`src/hw/rtl/gnms_pkg.sv`:
```
// gnms_pkg: shared types, constants and table functions for the gradient
// non-maximum suppression core. No dependencies.
`default_nettype none

package gnms_pkg;

  localparam int MAX_WIDTH = 1024;
  localparam int R         = 2;
  localparam int WSZ       = 2 * R + 1;
  localparam int NLINES    = 2 * R;
  localparam int NUM_DIRS  = 16;
  localparam int QDEPTH    = 8;
  localparam int GRAD_LIMIT = 255;

  // tangents of 11.25 and 33.75 degrees, 24 fraction bits
  localparam int TAN_SHIFT = 24;
  localparam logic [31:0] TAN_LO = 32'd3337196;
  localparam logic [31:0] TAN_HI = 32'd11210177;

  // register indexes on the apb port
  localparam logic REG_IMAGE_WIDTH = 1'b0;
  localparam logic REG_BRIGHT_LINE = 1'b1;

  localparam logic [10:0] IMAGE_WIDTH_RST = 11'd640;

  typedef struct packed {
    logic signed [8:0] gx;
    logic signed [8:0] gy;
    logic [15:0]       norm;
  } pix_t;

  typedef pix_t [NLINES-1:0] line_t;

  typedef struct packed {
    logic [9:0]  col;
    logic [11:0] row;
    logic [3:0]  sector;
    logic [3:0]  beat_near;
    logic [7:0]  beat_far;
    logic [7:0]  dot_pos;
  } item_t;

  // compass direction m, counterclockwise in steps of 45 degrees
  function automatic int dir_dx(int m);
    int t [8];
    t = '{1, 1, 0, -1, -1, -1, 0, 1};
    return t[m];
  endfunction

  function automatic int dir_dy(int m);
    int t [8];
    t = '{0, 1, 1, 1, 0, -1, -1, -1};
    return t[m];
  endfunction

  // far offset: two steps on the axes, one on the diagonals
  function automatic int far_mul(int m);
    return (m % 2 == 0) ? 2 : 1;
  endfunction

  // offset lexicographically positive
  function automatic logic lex_pos(int m);
    return (dir_dx(m) > 0) || (dir_dx(m) == 0 && dir_dy(m) > 0);
  endfunction

  function automatic logic beats(logic [15:0] n0, logic [15:0] n, logic lex);
    return (n0 < n) || ((n0 == n) && lex);
  endfunction

  function automatic logic signed [8:0] sat_grad(logic signed [8:0] g);
    logic signed [8:0] lim;
    lim = 9'(GRAD_LIMIT);
    if (g > lim) return lim;
    else if (g < -lim) return -lim;
    else return g;
  endfunction

  // directions inside the opening of sector k
  function automatic logic [7:0] incl_mask(logic [3:0] k);
    logic [7:0] r;
    logic [3:0] d;
    r = '0;
    for (int m = 0; m < 8; m++) begin
      d = 4'(2 * m) - k;
      r[m] = (d <= 4'd2) || (d >= 4'd14);
    end
    return r;
  endfunction

endpackage

`default_nettype wire

```
`src/hw/rtl/gnms_queue.sv`:
```
// gnms_queue: small register queue of classified centers between the
// front and back parts. Depends on gnms_pkg.
`default_nettype none

module gnms_queue (
  input  wire logic            clk_i,
  input  wire logic            rst_ni,
  input  wire logic            push_i,
  input  wire gnms_pkg::item_t item_i,
  input  wire logic            pop_i,
  output      logic            valid_o,
  output      gnms_pkg::item_t item_o,
  output      logic [$clog2(gnms_pkg::QDEPTH+1)-1:0] level_o
);

  localparam int PW  = $clog2(gnms_pkg::QDEPTH);
  localparam int QLW = $clog2(gnms_pkg::QDEPTH + 1);

  gnms_pkg::item_t mem_q [gnms_pkg::QDEPTH];
  logic [PW-1:0]   wptr_q, rptr_q;
  logic [QLW-1:0]  cnt_q;
  logic            do_pop;

  assign valid_o = cnt_q != '0;
  assign item_o  = mem_q[rptr_q];
  assign level_o = cnt_q;
  assign do_pop  = pop_i & valid_o;

  always_ff @(posedge clk_i or negedge rst_ni) begin
    if (!rst_ni) begin
      wptr_q <= '0;
      rptr_q <= '0;
      cnt_q  <= '0;
    end else begin
      if (push_i) wptr_q <= wptr_q + PW'(1);
      if (do_pop) rptr_q <= rptr_q + PW'(1);
      if (push_i && !do_pop) cnt_q <= cnt_q + QLW'(1);
      else if (!push_i && do_pop) cnt_q <= cnt_q - QLW'(1);
    end
  end

  always_ff @(posedge clk_i) begin
    if (push_i) mem_q[wptr_q] <= item_i;
  end

endmodule

`default_nettype wire

```
`config.mk`:
```
export PLATFORM = sky130hd
export DESIGN_NAME = gnms_queue
export DESIGN_NICKNAME = d
export VERILOG_FILES = /design/src/hw/rtl/gnms_pkg.sv /design/src/hw/rtl/gnms_queue.sv
export SDC_FILE = /design/constraint.sdc
export NUM_CORES = 1
export LEC_CHECK = 0
export BUFFER_PORTS_ARGS = -buffer_cell sky130_fd_sc_hd__buf_4
export CAP_MARGIN = 25
export CORE_MARGIN = 2
export CORE_UTILIZATION = 57
export CTS_BUF_LIST = sky130_fd_sc_hd__clkbuf_2
export DETAILED_ROUTE_END_ITERATION = 10
export PLACE_DENSITY = 0.81
export SETUP_SLACK_MARGIN = 0.5
export SYNTH_ARGS = -nofsm -noshare
export SYNTH_HDL_FRONTEND = slang
export SYNTH_SLANG_ARGS = --single-unit
```
`constraint.sdc`:
```
create_clock -name clk_i -period 13.12 [get_ports clk_i]
set_clock_uncertainty 0.1 [all_clocks]
set_input_delay 1.312 -clock clk_i [delete_from_list [all_inputs] [get_ports clk_i]]
set_output_delay 1.312 -clock clk_i [all_outputs]
set_load 0.02 [all_outputs]
```
==> impl_metrics.py <==
metrics = {
    "status": {
        "outcome": "finished clean",
    },
    "synthesis": {
        "synth.cell_area_um2": 14400,
        "avgSynthCellArea_um2": 24.4,
        "synth_fp_nets": 646,
        "synth.distinct_cells": 28,
        "async_flop_share_pct": 2.65,
        "ys_seq_elements": 378,
        "synth_edf_count": 368,
        "synthCells": 590,
        "ys_warn_count": 0,
        "synth-seq-area-share_pct": 78.5,
        "synth_top_flop_cell": "edfxtp_1",
    },
    "pwr": {
        "irDropWorstVdd_v": 0.000162,
        "leakagePower_nw": 5.53,
        "total_power_w": 0.00364,
        "power.density_nw_per_um2": 221,
    },
    "clocking": {
        "clk_latency_ns": 0.83,
        "hold_buffers": 0,
        "cts.sinks": 378,
        "cts.htree.levels": 3,
        "cts_tree": "done",
        "clk_path_buf_depth": 3,
        "cts-root-buf": "clkbuf_2",
        "clk_pin_slew_ns": 0.10,
        "ctsResizeCount": 0,
        "cts_setup_buffers": 0,
        "numCtsBuffers": 87,
    },
    "route": {
        "num_vias": 6734,
        "post-route-drc-count": 0,
        "drtPass1Iterations": 5,
        "drtIter0Drc": 650,
        "post_drt_wl_per_cell_um": 23.1,
        "routed_wl_mm": 26.9,
        "antenna_left": 0,
        "viasPerCell": 5.80,
    },
    "cells_and_area": {
        "seq_area_um2": 11300,
        "fillers": 1591,
        "layout.nets": 822,
        "layout-drive-gt1-share_pct": 47.5,
        "syn_to_final_growth_pct": 14.1,
        "final_cell_area_um2": 16400,
        "multi_input_area_um2": 2990,
    },
    "critical_path": {
        "critical_path_required_ns": 11.71,
        "crit_path_max_fanout": 40,
        "worstSetupPathType": "reg2out",
        "crit_start": "rptr_q[0]$_DFFE_PN0P_",
        "cp-end-kind": "output port",
        "crit_path_start_kind": "register",
        "crit_chain": "buf_16, buf_4, mux4_2, mux2_2, buf_4",
        "crit_path_frequent_cell": "buf_4",
        "r2r_cells": 8,
        "critPathArrivalTime_ns": 3.61,
        "r2r_start": "level_o[0]$_DFFE_PN0P_",
        "r2r_setup_slack_ns": 10.14,
        "slowest_delay_ns": 0.68,
        "crit_slowest_cell": "buf_4",
        "reg2reg_to": "level_o[3]$_DFFE_PN0P_",
    },
    "die": {
        "rows": 58,
        "die_h_um": 163,
        "start_util_pct": 57.7,
        "ios": 101,
        "die_area_um2": 26600,
        "core-area_um2": 25000,
        "die_w_um": 163,
    },
    "placed_design": {
        "place_area_um2": 15600,
        "io_buffers": 100,
        "place.gp.congestion": 0.701,
        "pre_cts_slack_ns": 8.86,
        "dp_hpwl_mm": 14.8,
    },
    "timing": {
        "slew_violations": 0,
        "fin_crit_sh_pct": 38.3,
        "slew_headroom_pct": 42.2,
        "tightest_slew_ns": 0.865,
        "setup_viol": 0,
        "rsz0062_at_grt": "no",
        "final.setup.tns_ns": 0,
        "hold_slack_ns": 0.187,
        "fmax_mhz": 199,
        "period_minus_slack_ns": 5.03,
        "finalHoldViolations": 0,
        "fin_ws_ns": 8.09,
    },
    "grt": {
        "grt_pass1_vias": 7264,
        "busiest_layer": "met2",
        "use_met2_pct": 34.3,
        "grt_usage_pct": 21.0,
        "grtUsageMet3_pct": 5.07,
        "antenna_found_initial": 2,
        "grt_pass1_wl_mm": 40.8,
        "grt_max_degree": 49,
        "overflow": 0,
        "use_met1_pct": 27.4,
    },
    "run": {
        "drv_cap": 0,
    },
    "min_path": {
        "hold_class": "in2async",
    },
}
## worst max-delay path: cells and delay by family, from the launching register on
kind                   cells  cell delay [ns]
multiplexers               2             0.90
flip-flops                 1             0.67
buffers and inverters      3             1.17
## cell type report
| cell class | count | area share, % |
|---|---|---|
| well taps | 330 | 2.51 |
| multi-input cells | 185 | 18.2 |
| clock inverters | 33 | 1.49 |
| inverters | 1 | 0.0228 |
| flip-flops and latches | 378 | 68.8 |
| diodes | 1 | 0.0152 |
| clock buffers | 121 | 3.68 |
| repair buffers | 113 | 5.28 |
## cells in the mapped netlist (4+ instances only)
cell	number	area [um^2]
buf_1	5	18.8
buf_2	9	45.0
buf_6	7	78.8
clkbuf_1	4	15.0
dfrtp_1	10	250
edfxtp_1	368	11100
ha_1	5	62.6
mux2_2	48	541
mux4_2	92	2070
nand2_1	6	22.5
nor2_1	6	22.5
xnor2_1	5	43.8
## cell usage in the layout, fill, tap and decap left out, drive strengths merged
cell type,Yosys,final
nand3b,1,1
nand2b,3,3
mux2,49,49
xnor2,5,5
buf,22,113
or3,1,1
or4,2,2
nand2,6,6
nor3,3,3
a2111o,1,1
dfrtp,10,10
clkbuf,4,121
a21oi,2,2
inv,1,3
clkinv,0,26
diode,0,1
nor2,6,6
ha,5,5
fa,1,1
mux4,92,92
bufinv,0,4
edfxtp,368,368
clkinvlp,0,1
nand3,3,3
mux2i,1,1
o21ai,1,1
xor2,1,1
o211ai,2,2
## kinds of logic (layout without fill, tap and decap cells)
logic type,Yosys count,in the layout,synth area share (%)
compound gates,6,6,0.287
xor+xnor,6,6,0.365
fa+ha+maj,6,6,0.573
buf+inv,27,268,1.17
flops,378,378,78.5
mux,142,142,18.3
other cells,0,1,0
simple gates,25,25,0.851
## how the worst max path moves through the flow
stage | slack, ns | depth (start not counted) | end
after floorplan | 7.96 | 2 | mem_q[0][0]$_DFFE_PP_
final | 8.09 | 5 | item_o[6]
after CTS | 7.93 | 5 | item_o[6]
after global placement | 8.63 | 4 | item_o[16]
after global routing | 7.81 | 5 | item_o[16]
after detailed placement | 8.86 | 5 | item_o[6]
## report_power, final
part	leakage, nW	switching [W]	internal [W]	total [W]
combinational	1.45	0.000629	0.000613	0.00124
clock	0.616	0.000433	0.000330	0.000763
sequential	3.46	0.000112	0.00152	0.00163
total	5.53	0.00117	0.00246	0.00364
## registers in the layout, summed over array words and instances, names as in the netlist
signal,flops
mem_q,368
level_o,4
rptr_q,3
wptr_q,3
## per-layer routing
layer	share of wire [%]	wire length, um
met1	40	10700
met2	51	13600
met3	7.1	1910
met4	2.4	653
met5	0.052	14
## metrics by stage
| step | instances | utilization [%] |
|---|---|---|
| 3_5_place_dp | 1007 | 62.4 |
| 2_1_floorplan | 590 | - |
| 6_report | 1162 | 65.8 |
| 5_1_grt | 1162 | 65.8 |
| 4_1_cts | 1161 | 65.8 |
| 3_3_place_gp | 1006 | 62.3 |
No activity file was read; power rests on OpenSTA's default activity.
